==> src/hw/rtl/event_flag_group_macros.svh <==
// Assertion macros shared by the event flag group RTL.
`ifndef EVENT_FLAG_GROUP_MACROS_SVH
`define EVENT_FLAG_GROUP_MACROS_SVH

// Implication that must hold in the same cycle.
`define EFG_ASSERT_IMP(lbl, ante, cons, msg) \
	lbl: assert property (@(posedge clk) disable iff (!arst_n) (ante) |-> (cons)) \
		else $error(msg);

// Condition that must never occur.
`define EFG_ASSERT_NEVER(lbl, cond, msg) \
	lbl: assert property (@(posedge clk) disable iff (!arst_n) !(cond)) else $error(msg);

`endif

==> src/hw/rtl/efg_pkg.sv <==
// Types and constants shared by the event flag group modules.
`default_nettype none

package efg_pkg;

	localparam int TASK_W = 3;
	localparam int OUT_TDATA_W = 8;

	typedef enum logic [1:0] {
		OP_WAIT    = 2'd0,
		OP_GIVE    = 2'd1,
		OP_KILL    = 2'd2,
		OP_TIMEOUT = 2'd3
	} op_t;

	typedef enum logic [1:0] {
		RES_SUCCESS = 2'd0,
		RES_STOPPED = 2'd1,
		RES_TIMEOUT = 2'd2
	} res_t;

	typedef enum logic [1:0] {
		BK_IDLE  = 2'd0,
		BK_SWEEP = 2'd1,
		BK_FLUSH = 2'd2
	} bk_state_t;

	typedef struct packed {
		op_t               op;
		logic [TASK_W-1:0] task_id;
		logic              wait_all;
		logic              ignore_held;
	} cmd_ctl_t;

	typedef struct packed {
		logic full;
		logic empty;
	} q_stat_t;

	typedef struct packed {
		logic idle;
		logic pop;
	} bk_stat_t;

endpackage

`default_nettype wire

==> src/hw/rtl/efg_queue.sv <==
// Two-entry command queue between the front and back parts.
`default_nettype none

module efg_queue
	import efg_pkg::*;
#(
	parameter int DATA_W = 40
) (
	input  wire logic              clk,
	input  wire logic              arst_n,
	input  wire logic              push,
	input  wire logic [DATA_W-1:0] push_data,
	input  wire logic              pop,
	output logic [DATA_W-1:0]      pop_data,
	output q_stat_t                stat
);

	logic [DATA_W-1:0] mem [2];
	logic              wr_ptr_q;
	logic              rd_ptr_q;
	logic [1:0]        cnt_q;

	always_ff @(posedge clk) begin
		if (push) begin
			mem[wr_ptr_q] <= push_data;
		end
	end

	always_ff @(posedge clk or negedge arst_n) begin
		if (!arst_n) begin
			wr_ptr_q <= 1'b0;
			rd_ptr_q <= 1'b0;
			cnt_q    <= 2'd0;
		end else begin
			if (push) begin
				wr_ptr_q <= ~wr_ptr_q;
			end
			if (pop) begin
				rd_ptr_q <= ~rd_ptr_q;
			end
			if (push && !pop) begin
				cnt_q <= cnt_q + 2'd1;
			end else if (pop && !push) begin
				cnt_q <= cnt_q - 2'd1;
			end
		end
	end

	assign pop_data   = mem[rd_ptr_q];
	assign stat.full  = (cnt_q == 2'd2);
	assign stat.empty = (cnt_q == 2'd0);

endmodule

`default_nettype wire

==> src/hw/rtl/efg_front.sv <==
// Front part: accepts requests, decodes them and queues the valid ones.
`default_nettype none

module efg_front
	import efg_pkg::*;
#(
	parameter int WAITERS   = 8,
	parameter int FLAG_BITS = 32,
	parameter int IN_W      = 40
) (
	input  wire logic                      s_tvalid,
	output logic                           s_tready,
	input  wire logic [IN_W-1:0]           s_tdata,
	input  wire logic [1:0]                s_tuser,
	input  q_stat_t                        q_stat,
	output logic                           push,
	output logic [FLAG_BITS+$bits(cmd_ctl_t)-1:0] push_data
);

	localparam int CTL_W = $bits(cmd_ctl_t);

	cmd_ctl_t             ctl;
	logic [FLAG_BITS-1:0] flags;
	logic                 in_range;

	always_comb begin
		ctl.op          = op_t'(s_tuser);
		ctl.task_id     = s_tdata[TASK_W-1:0];
		ctl.wait_all    = s_tdata[TASK_W+FLAG_BITS];
		ctl.ignore_held = s_tdata[TASK_W+FLAG_BITS+1];
		flags           = s_tdata[TASK_W +: FLAG_BITS];
	end

	// Requests naming a slot beyond the table are dropped here.
	assign in_range  = (32'(ctl.task_id) < 32'(WAITERS));
	assign s_tready  = !q_stat.full;
	assign push      = s_tvalid && s_tready && in_range;
	assign push_data = {flags, ctl[CTL_W-1:0]};

endmodule

`default_nettype wire

==> src/hw/rtl/efg_back.sv <==
// Back part: flag and waiter state, slot sweep and result register.
`default_nettype none

module efg_back
	import efg_pkg::*;
#(
	parameter int WAITERS   = 8,
	parameter int FLAG_BITS = 32
) (
	input  wire logic                      clk,
	input  wire logic                      arst_n,
	input  q_stat_t                        q_stat,
	input  wire logic [FLAG_BITS+$bits(cmd_ctl_t)-1:0] q_data,
	output bk_stat_t                       stat,
	output logic                           m_tvalid,
	input  wire logic                      m_tready,
	output logic [TASK_W-1:0]              m_task,
	output res_t                           m_res,
	output logic                           m_tlast
);

	localparam int CTL_W  = $bits(cmd_ctl_t);
	localparam int SLOT_W = $clog2(WAITERS);
	localparam logic [SLOT_W-1:0] LAST_IDX = SLOT_W'(WAITERS - 1);

	bk_state_t            state_q;
	bk_state_t            state_nxt;
	op_t                  mode_q;
	logic [SLOT_W-1:0]    idx_q;
	logic [FLAG_BITS-1:0] held_q;
	logic [FLAG_BITS-1:0] snap_q;
	logic [WAITERS-1:0]   valid_q;
	logic [FLAG_BITS-1:0] pend_q [WAITERS];
	logic                 all_q [WAITERS];

	logic                 pr_valid_q;
	logic [TASK_W-1:0]    pr_task_q;
	res_t                 pr_res_q;

	logic                 out_valid_q;
	logic [TASK_W-1:0]    out_task_q;
	res_t                 out_res_q;
	logic                 out_last_q;

	cmd_ctl_t             ctl;
	logic [FLAG_BITS-1:0] fl;
	logic [SLOT_W-1:0]    slot;
	logic                 out_free;
	logic [FLAG_BITS-1:0] w_pend;
	logic                 w_block;
	logic [FLAG_BITS-1:0] pend_rd;
	logic [FLAG_BITS-1:0] new_pend;
	logic                 sweep_hit;
	logic                 sweep_wake;

	logic                 pop;
	logic                 push_out;
	logic [TASK_W-1:0]    push_task;
	res_t                 push_res;
	logic                 push_last;
	logic                 gen;
	logic                 pr_clr;

	assign ctl      = cmd_ctl_t'(q_data[CTL_W-1:0]);
	assign fl       = q_data[CTL_W +: FLAG_BITS];
	assign slot     = SLOT_W'(ctl.task_id);
	assign out_free = !out_valid_q || m_tready;

	assign w_pend  = ctl.ignore_held ? fl : (fl & ~held_q);
	assign w_block = (w_pend != '0) && (ctl.wait_all || (w_pend == fl));

	assign pend_rd    = pend_q[idx_q];
	assign new_pend   = pend_rd & ~snap_q;
	assign sweep_hit  = valid_q[idx_q] && ((mode_q == OP_KILL) || ((pend_rd & snap_q) != '0));
	assign sweep_wake = (mode_q == OP_KILL) || (new_pend == '0) || !all_q[idx_q];

	always_comb begin
		state_nxt = state_q;
		case (state_q)
			BK_IDLE: begin
				if (!q_stat.empty && out_free && ((ctl.op == OP_GIVE) || (ctl.op == OP_KILL))) begin
					state_nxt = BK_SWEEP;
				end
			end
			BK_SWEEP: begin
				if (out_free && (idx_q == LAST_IDX)) begin
					state_nxt = BK_FLUSH;
				end
			end
			BK_FLUSH: begin
				if (out_free) begin
					state_nxt = BK_IDLE;
				end
			end
			default: begin
				state_nxt = BK_IDLE;
			end
		endcase
	end

	// A sweep keeps its newest wakeup back until it knows whether another follows.
	always_comb begin
		pop       = 1'b0;
		push_out  = 1'b0;
		push_task = pr_task_q;
		push_res  = pr_res_q;
		push_last = 1'b0;
		gen       = 1'b0;
		pr_clr    = 1'b0;
		case (state_q)
			BK_IDLE: begin
				pop       = !q_stat.empty && out_free;
				push_task = ctl.task_id;
				push_last = 1'b1;
				if (ctl.op == OP_WAIT) begin
					push_out = pop && !w_block;
					push_res = RES_SUCCESS;
				end else if (ctl.op == OP_TIMEOUT) begin
					push_out = pop && valid_q[slot];
					push_res = RES_TIMEOUT;
				end
			end
			BK_SWEEP: begin
				gen      = out_free && sweep_hit && sweep_wake;
				push_out = gen && pr_valid_q;
			end
			BK_FLUSH: begin
				push_out  = out_free && pr_valid_q;
				push_last = 1'b1;
				pr_clr    = out_free;
			end
			default: begin
				pop = 1'b0;
			end
		endcase
	end

	always_ff @(posedge clk or negedge arst_n) begin
		if (!arst_n) begin
			state_q     <= BK_IDLE;
			mode_q      <= OP_GIVE;
			idx_q       <= '0;
			held_q      <= '0;
			valid_q     <= '0;
			pr_valid_q  <= 1'b0;
			out_valid_q <= 1'b0;
		end else begin
			state_q <= state_nxt;
			if (push_out) begin
				out_valid_q <= 1'b1;
			end else if (m_tready) begin
				out_valid_q <= 1'b0;
			end
			if (gen) begin
				pr_valid_q <= 1'b1;
			end else if (pr_clr) begin
				pr_valid_q <= 1'b0;
			end
			if (pop) begin
				idx_q <= '0;
				case (ctl.op)
					OP_WAIT: begin
						held_q        <= held_q & ~fl;
						valid_q[slot] <= w_block;
					end
					OP_GIVE: begin
						held_q <= held_q | fl;
						mode_q <= OP_GIVE;
					end
					OP_KILL: begin
						mode_q <= OP_KILL;
					end
					OP_TIMEOUT: begin
						valid_q[slot] <= 1'b0;
					end
					default: begin
						mode_q <= mode_q;
					end
				endcase
			end
			if ((state_q == BK_SWEEP) && out_free) begin
				idx_q <= idx_q + 1'b1;
				if (sweep_hit && (mode_q == OP_GIVE)) begin
					held_q <= held_q & ~pend_rd;
				end
				if (sweep_hit && sweep_wake) begin
					valid_q[idx_q] <= 1'b0;
				end
			end
		end
	end

	always_ff @(posedge clk) begin
		if (pop && (ctl.op == OP_GIVE)) begin
			snap_q <= held_q | fl;
		end
		if (pop && (ctl.op == OP_WAIT)) begin
			pend_q[slot] <= w_pend;
			all_q[slot]  <= ctl.wait_all;
		end else if ((state_q == BK_SWEEP) && out_free && sweep_hit && (mode_q == OP_GIVE)) begin
			pend_q[idx_q] <= new_pend;
		end
		if (gen) begin
			pr_task_q <= TASK_W'(idx_q);
			pr_res_q  <= (mode_q == OP_KILL) ? RES_STOPPED : RES_SUCCESS;
		end
		if (push_out) begin
			out_task_q <= push_task;
			out_res_q  <= push_res;
			out_last_q <= push_last;
		end
	end

	assign stat.idle = (state_q == BK_IDLE);
	assign stat.pop  = pop;
	assign m_tvalid  = out_valid_q;
	assign m_task    = out_task_q;
	assign m_res     = out_res_q;
	assign m_tlast   = out_last_q;

endmodule

`default_nettype wire

==> src/hw/rtl/event_flag_group.sv <==
// Event flag group with a table of waiting tasks.
//
// Requests enter on the s_ channel: s_tuser carries the operation (wait, give,
// kill, timeout) and s_tdata the slot, flag mask and wait options. Wakeups
// leave on the m_ channel, one per cycle at most, in slot order; m_tlast
// marks the final wakeup caused by one request, and a request may cause none.
// A two-entry queue separates request decoding from execution, so requests
// are taken while the executing part is busy or the output is stalled.
// A wait or timeout executes as it leaves the queue; its result is held in the
// result register, from which the m_ channel presents it.
// A give or kill sweeps the waiter table, one slot per cycle while the output
// is not stalled, and occupies the executing part until its final flush.
// Reset clears the held flags and all waiting entries.
// While a result waits and m_tready is low, the result register holds its value,
// execution stops, and requests are still taken until the queue is full.
`default_nettype none

module event_flag_group
	import efg_pkg::*;
#(
	parameter int WAITERS   = 8,
	parameter int FLAG_BITS = 32
) (
	input  wire logic                clk,
	input  wire logic                arst_n,
	input  wire logic                s_tvalid,
	output logic                     s_tready,
	// task_req[2:0], flags, wait_all, ignore_held, zero fill
	input  wire logic [((TASK_W+FLAG_BITS+2+7)/8)*8-1:0] s_tdata,
	// op[1:0]
	input  wire logic [1:0]          s_tuser,
	output logic                     m_tvalid,
	input  wire logic                m_tready,
	// woken_task[2:0], zero fill
	output logic [OUT_TDATA_W-1:0]   m_tdata,
	// event_res[1:0]
	output logic [1:0]               m_tuser,
	output logic                     m_tlast
);

	localparam int IN_W  = ((TASK_W + FLAG_BITS + 2 + 7) / 8) * 8;
	localparam int CMD_W = FLAG_BITS + $bits(cmd_ctl_t);

	q_stat_t           q_stat;
	bk_stat_t          bk_stat;
	logic              q_push;
	logic [CMD_W-1:0]  q_push_data;
	logic [CMD_W-1:0]  q_pop_data;
	logic [TASK_W-1:0] m_task;
	res_t              m_res;

	efg_front #(
		.WAITERS   (WAITERS),
		.FLAG_BITS (FLAG_BITS),
		.IN_W      (IN_W)
	) u_front (
		.s_tvalid  (s_tvalid),
		.s_tready  (s_tready),
		.s_tdata   (s_tdata),
		.s_tuser   (s_tuser),
		.q_stat    (q_stat),
		.push      (q_push),
		.push_data (q_push_data)
	);

	efg_queue #(
		.DATA_W (CMD_W)
	) u_queue (
		.clk       (clk),
		.arst_n    (arst_n),
		.push      (q_push),
		.push_data (q_push_data),
		.pop       (bk_stat.pop),
		.pop_data  (q_pop_data),
		.stat      (q_stat)
	);

	efg_back #(
		.WAITERS   (WAITERS),
		.FLAG_BITS (FLAG_BITS)
	) u_back (
		.clk      (clk),
		.arst_n   (arst_n),
		.q_stat   (q_stat),
		.q_data   (q_pop_data),
		.stat     (bk_stat),
		.m_tvalid (m_tvalid),
		.m_tready (m_tready),
		.m_task   (m_task),
		.m_res    (m_res),
		.m_tlast  (m_tlast)
	);

	assign m_tdata = OUT_TDATA_W'(m_task);
	assign m_tuser = m_res;

`include "event_flag_group_macros.svh"

	`EFG_ASSERT_NEVER(a_q_overflow, q_push && q_stat.full, "Queue written while full.")
	`EFG_ASSERT_IMP(a_pop_nonempty, bk_stat.pop, !q_stat.empty, "Queue read while empty.")
	`EFG_ASSERT_IMP(a_pop_idle, bk_stat.pop, bk_stat.idle, "Request taken during a sweep.")

endmodule

`default_nettype wire
==> config.mk <==
export PLATFORM = sky130hd
export DESIGN_NAME = event_flag_group
export DESIGN_NICKNAME = d
export VERILOG_FILES = /design/src/hw/rtl/efg_pkg.sv /design/src/hw/rtl/efg_queue.sv /design/src/hw/rtl/efg_front.sv /design/src/hw/rtl/efg_back.sv /design/src/hw/rtl/event_flag_group.sv
export VERILOG_INCLUDE_DIRS = /design/src /design/src/hw/rtl
export SDC_FILE = /design/constraint.sdc
export NUM_CORES = 1
export LEC_CHECK = 0
export ABC_AREA = 1
export BUFFER_PORTS_ARGS = -buffer_cell sky130_fd_sc_hd__buf_2
export CORE_AREA = 10 10 272 274
export DETAILED_ROUTE_END_ITERATION = 6
export DIE_AREA = 0 0 282 284
export PLACE_DENSITY = 0.5
export SYNTH_ARGS = -nofsm -noshare
export SYNTH_HDL_FRONTEND = slang
export SYNTH_SLANG_ARGS = --single-unit
==> constraint.sdc <==
create_clock -name clk -period 4.4 [get_ports clk]
set_input_delay 0.88 -clock clk [delete_from_list [all_inputs] [get_ports clk]]
set_output_delay 0.88 -clock clk [all_outputs]
set_load 0.02 [all_outputs]
Word-level counts from Yosys, hierarchy flattened
Memory sizes are Yosys's and may differ from the RTL's.
Cells that the tools add are included.

word-level totals
  register bits = 96
  bits in latches = 0
  memory bits (writable) = 342
  ROM bits = 0
  input port bits = 46
  output and inout port bits = 13
  memories kept = 3

cells by class
  add/subtract/negate cells = 3
  multiply operators = 0
  div/mod/pow operators = 0
  magnitude comparators = 4
  eq/ne operators = 13
  shift operators = 0
  muxes and demuxes = 53
  bitwise logic cells = 16
  reductions and logical operators = 51

memory list
  memory         words  bits a word  rd ports  clocked after memory_dff  wr ports  RTL line         RTL
  u_back.pend_q  8      32           1         0                         1         efg_back.sv:33   logic [FLAG_BITS-1:0] pend_q [WAITERS];
  u_queue.mem    2      39           1         0                         1         efg_queue.sv:18  logic [DATA_W-1:0] mem [2];
  u_back.all_q   8      1            1         0                         1         efg_back.sv:34   logic all_q [WAITERS];

operator list
  operator                                                              number
  32-bit bitwise AND                                                    5
  32-bit 2-to-1 mux                                                     5
  32-bit inverter                                                       4
  32-bit case mux with 2 select lines                                   1
  32-bit nonzero test                                                   2
  32-bit equality test                                                  1
  32-bit logical NOT                                                    1
  32-bit bitwise OR                                                     1
  32-bit OR reduction                                                   1
  8-bit 2-to-1 mux                                                      3
  1-bit logical AND                                                     23
  1-bit 2-to-1 mux                                                      23
  8-bit bitwise AND                                                     2
  2-bit 2-to-1 mux                                                      8
  8-bit inverter                                                        2
  8-bit case mux with 2 select lines                                    1
  3-bit 2-to-1 mux                                                      4
  2-bit equality test, second input constant                            5
  2-bit nonzero test                                                    5
  8-bit bitwise mux                                                     1
  3-bit by 4-bit < comparator with 1-bit output, second input constant  2
  1-bit logical NOT                                                     7
  1-bit binary-select mux with 3-bit select                             2
  1-bit demux with 3-bit select                                         2
  16 further kinds                                                      29

Longest topological paths before layout
  depth in word-level cells = 12
  gate-level depth with buffers = 24

Modules after synthesis
A second synthesis with hierarchy kept.

second synthesis, totals
  cells, all modules = 2112
  area total of the unflattened synthesis = 20651.1 um2

by module, submodules not included
  module            times used  cells an instance  area an instance (um2)  sequential area each (um2)
  efg_back          1           1918               17270.3                 10416.2
  efg_queue         1           146                3032.9                  2442.3
  efg_front         1           42                 306.5                   0.0
  event_flag_group  1           6                  41.3                    0.0

Worst setup path before layout
No wires, ideal clock.

  kind = register to register
  start point = reg u_queue.rd_ptr_q
  end point = mem u_back.pend_q[0][0] (enable)
  arrival time = 3672 ps
  data required time = 3979 ps
  slack = 307 ps
  stages on the path, launching flop included = 18
  path through = dfrtp_1 -> buf_2 -> inv_2 -> buf_2 -> buf_2 -> or2_2 -> o21ai_0 -> ha_1 -> clkbuf_1 -> inv_1 -> nor2_1 -> inv_1 -> nand4_1 -> buf_4 -> nand2_1 -> o21ai_1 -> nand2_1 -> nor2_1

on the way
  cells in the longest elaborated chain, start to end = 7
  elaborated cells on any way between the ends = 10
  classes of those cells = 6 x mux; 3 x reduce/logical; 1 x memory

RTL lines
  item                                                                   RTL line         RTL
  start, declared                                                        efg_queue.sv:20  logic rd_ptr_q;
  start signal, assigned                                                 efg_queue.sv:39  rd_ptr_q <= ~rd_ptr_q;
  memory read 2 x 39 bit *                                               -
  2-bit logical NOT                                                      efg_back.sv:197  if (pop && (ctl.op == OP_WAIT)) begin
  1-bit logical AND                                                      efg_back.sv:197
  1-bit 2-to-1 mux                                                       efg_back.sv:197
  1-bit 2-to-1 mux (implied by the code)                                 efg_back.sv:201  pend_q[idx_q] <= new_pend;
  32-bit OR reduction (no source line)                                   -
  3-bit 2-to-1 mux (no source line) or 1-bit 2-to-1 mux (tied branches)  -
  end, declared                                                          efg_back.sv:33

Every way passes the cells marked *; elsewhere a longest branch is shown, timed or not.

Worst setup path after layout
  start point = reg u_back.idx_q[2]
  end point = mem u_back.pend_q[7][8], data pin

on the way
  cells in the longest elaborated chain, start to end = 12
  elaborated cells on any way between the ends = 15
  classes of those cells = 6 x mux; 2 x bitwise; 6 x reduce/logical; 1 x memory

RTL lines
  item                                    RTL line         RTL
  start, declared                         efg_back.sv:29   logic [SLOT_W-1:0] idx_q;
  start signal, assigned                  efg_back.sv:182  idx_q <= idx_q + 1'b1;
  memory read 8 x 32 bit                  -
  32-bit bitwise AND                      efg_back.sv:74   assign sweep_hit = valid_q[idx_q] && ((mode_q == OP_KILL) || ((pend_rd & snap_q) != '0));
  32-bit nonzero test                     efg_back.sv:74
  1-bit logical OR                        efg_back.sv:74
  1-bit logical AND                       efg_back.sv:74
  1-bit logical AND (2 in series)         efg_back.sv:200  end else if ((state_q == BK_SWEEP) && out_free && sweep_hit && (mode_q == OP_GIVE)) begin
  1-bit 2-to-1 mux                        efg_back.sv:200
  1-bit 2-to-1 mux                        efg_back.sv:197
  1-bit 2-to-1 mux (implied by the code)  efg_back.sv:201
  32-bit OR reduction (no source line)    -
  32-bit 2-to-1 mux (no source line) *    -

Every way passes the cells marked *; elsewhere a longest branch is shown, timed or not. The select of a mux whose other input is x is not followed.

==> summary.md <==
| Metric | Value |
|---|---|
| Area contributors post-synth | edfxtp_1 57%, nand2_1 14%, dfrtp_1 6.4%, inv_1 5.2%, nand3_1 2.9% |
| Port bufs | 50 |
| Gr ovfl total | 0 |
| Compound-Gate Fraction of Synth Area | 6.57% |
| Synth Area in Simple Gates | 21.5% |
| Worst-margin pin slew | 1210 ps |
| Crit path DAT | 4230 ps |
| Worst Setup End Kind | flop |
| Placed cell area | 22000 um2 |
| Synth Area in Adders | 0.676% |
| Switching share of power | 40.9% |
| Netlist cell types | 45 |
| First-pass GRT wire length | 82500 um |
| Combinational share of power | 40.3% |
| Routed Antenna Nets | 0 |
| Top delay family on crit path | simple AND/OR/NAND/NOR gates |
| Deepest clock path buffer count | 3 |
| Multi-input combinational cell area | 5980 um2 |
| Initial antenna violation count | 0 |
| Antenna cells | 0 |
| Leakage | 10.0 nW |
| Number of CTS-inserted buffers | 47 |
| Routed length per instance | 16.9 um |
| Hold WC Path Type | input port to asynchronous set/reset pin |
| DR pass1 iterations | 7 |
| Final worst setup slack | 431 ps |
| Fillers | 6806 |
| Number of global-route vias before repair | 14200 |
| Synth Warn # | 0 |
| Async SR Flop Fraction | 12.1% |
| Mean Syn Cell Area | 9.42 um2 |
| DP HPWL | 34700 um |
| Synthesis-to-finish area growth | 16.3% |
| I/O pin cnt | 59 |
| Psw | 7.31 mW |
| Post-Layout Inst Area | 23700 um2 |
| Worst-path fanout max | 44 |
| Seq. cell area | 12900 um2 |
| Area share of the largest cell type after synthesis | 56.6% |
| Synth area leader | edfxtp_1 |
| Tcrit/Tclk final | 90.2% |
| Buffers and inverters on the worst path | 2 |
| Core Area | 68300 um2 |
| Maximum clock rate | 252 MHz |
| Largest family of logic cells by synthesized area | simple AND/OR/NAND/NOR gates |
| Htree depth | 2 |
| Critical Path RT | 4670 ps |
| Die boundary width | 282 um |
| Cts hold-fix bufs | 0 |
| Fin. max-slew vios | 0 |
| Worst-Skew Late Latency | 600 ps |
| Final Hold Fails | 0 |
| Sum of negative setup slack | 0 ps |
| Most common flop cell mapped by yosys | edfxtp_1 |
| Die height | 284 um |
| Total Nets Final | 2297 |
| Reg clk slew, reported paths | 60 ps |
| Max Cap Viol | 0 |
| Vias | 14500 |
| Post-synth EDFFs | 384 |
| Vias per cell | 4.59 |
| Clk_skew | 18.0 ps |
| Register share of total power | 35.6% |
| Pre-CTS setup slack | 443 ps |
| Drc violations | 0 |
| CTS tree | built |
| Cell Area, Synth | 20400 um2 |
| Postcts setup bufs | 0 |
| Largest net degree at the start of global routing | 67 |
| Drt total wl | 53400 um |
| Crit path top cell by count | nand2_1 |
| Starting Density | 29.8% |
| Final setup vio count | 0 |
| Maximum VDD drop | 0.000393 V |
| Seq/Total Area, Yosys | 63.2% |
| Die footprint | 80100 um2 |
| Initial DRC Count | 1085 |
| Critical path's largest stage delay | 730 ps |
| Tmin final | 3970 ps |
| Worst reg-to-reg setup slack | 430 ps |
| Hold WS | 378 ps |
| Clk root buf | clkbuf_16 |
| Critical-path top delay cell | nor2_8 |
| Clk sinks | 437 |
| CTS resizes | 0 |
| GP Congestion | 0.824 |
| GRT Util Overall | 13.2% |
| Mux contribution to synthesized area | 0% |
| Clock network fraction of total power | 24.1% |
| Startpoint Class | flop |
| Cell Int Power | 10.5 mW |
| Seq cells post-synth | 437 |
| Critical Path, Cell by Cell | nor2_8 -> nand3_1 -> nand2_1 -> inv_2 -> nand2_1 -> nand2_1 -> nand2_1 -> nor2_1 -> nand3_1 -> nor2_1 -> nand2_2 -> nand3_2 -> nor2_4 -> buf_12 -> nand3_1 -> o21ai_1 |
| Gate Count Post-Synth | 2161 |
| Outcome | complete, no violations |
| CP Class | flop to flop |
| Slew headroom | 19.1% |
| Post-Synth XOR/XNOR Area | 0.129% |
| Unrepaired setup endpoints after global routing | no |
| Share of layout cells above drive strength 1 | 10.6% |
| Number of cell rows | 96 |
| Most frequent cells after synthesis | 782 x nand2_1, 384 x edfxtp_1, 283 x inv_1 |
| Most frequent cell after synthesis | nand2_1 |
| Power per cell area | 754 nW/um2 |
## power by group through the flow
stage | Clock [mW] | Sequential (mW) | Combinational, mW
after floorplan | 0 | 6.35 | 4.66
after global placement | 0 | 6.40 | 7.08
after detailed placement | 0 | 6.43 | 7.23
after CTS | 4.42 | 6.35 | 7.26
after global routing | 4.57 | 6.42 | 8.11
final | 4.31 | 6.35 | 7.20
## routing by layer
metal | track usage, % | routed length (um) | vias to the layer above | share of wire (%)
met3 | 2.36 | 2990 | 66 | 5.6
met5 | 0 | 0 | - | 0
li1 | - | - | 7187 | -
met4 | 3.85 | 1090 | 0 | 2.0
met2 | 21.6 | 25000 | 369 | 47
met1 | 17.5 | 24300 | 6884 | 46
## kinds of logic after synthesis
group | count (synthesis)
other cells | 1
buf+inv | 387
simple gates | 1081
flops | 437
compound gates | 241
fa+ha+maj | 11
xor+xnor | 3
## sequential cells by signal, indices dropped and copies added (netlist names), 2 cells and up
name and flops:
u_back.pend_q 256, u_queue.mem 78, u_back.held_q 32, u_back.snap_q 32, u_back.all_q 8, u_back.valid_q 8
u_back.idx_q 3, u_back.m_task 3, u_back.pr_task_q 3, u_back.m_res 2, u_back.mode_q 2, u_back.state_q 2
u_queue.cnt_q 2
## metrics by stage
| step | cells | util (%) | power, mW |
|---|---|---|---|
| 6_report | 3160 | 34.6 | 17.9 |
| 3_5_place_dp | 3073 | 32.2 | 13.7 |
| 2_1_floorplan | 2165 | - | 11.0 |
| 4_1_cts | 3160 | 34.6 | 18.0 |
| 3_3_place_gp | 3073 | 32.2 | 13.5 |
| 5_1_grt | 3160 | 34.6 | 19.1 |
## worst reg2reg max path, delay by kind of cell (launching register included)
kind / cells / cell delay (ps)
buf+inv: 2 / 280
compound gates: 1 / 460
flops: 1 / 610
simple gates: 13 / 2330
## worst paths after layout
path,from,endpoint,cells after the start
min,arst_n,u_queue.cnt_q[1],1
max in group asynchronous,arst_n,u_back.mode_q[0],2
min reg2reg,u_queue.cnt_q[0],u_queue.cnt_q[0],1
max reg2reg,u_back.idx_q[2],u_back.pend_q[7][8],16
min in group clk,s_tdata[17],u_queue.mem[0][21],1
max,u_back.idx_q[2],u_back.pend_q[7][8],16
## layout make-up
| class | instances | area share, % |
|---|---|---|
| multi-input combinational | 1341 | 25.3 |
| clock buffer | 52 | 5.13 |
| inverter | 299 | 4.75 |
| clock inverter | 35 | 2.00 |
| sequential | 437 | 54.3 |
| timing repair buffer | 114 | 3.88 |
| tap | 882 | 4.66 |
## placed cells by master, fill, tap and decap left out, types with 3 or more instances in the layout
cell type   netlist  routed
nand3b_1          3       3
clkbuf_16         0      47
o31ai_1          30      30
nor2_4            2      13
dfrtp_1          52      51
nand2_1         782     782
ha_1             11      11
inv_1           283     283
o22ai_1           5       5
o21ai_0          62      62
clkinv_4          0       3
buf_2            39      50
clkinv_2          0      10
nor3_1           15      15
edfxtp_1        384     384
a31oi_1           7       7
o21ai_1          46      46
clkinvlp_4        0       3
bufinv_16         0      10
a22oi_1           5       5
nand4_1          13      13
nand2_2           3       3
conb_1            1       5
or2_2            13      13
inv_2            12      11
buf_4            26      49
nand3_1         119     119
clkbuf_1         17       3
buf_12            0      15
a21oi_1          76      76
nor2_1          123     111
clkinv_1          4      10
(Power assumes the default switching activity.)
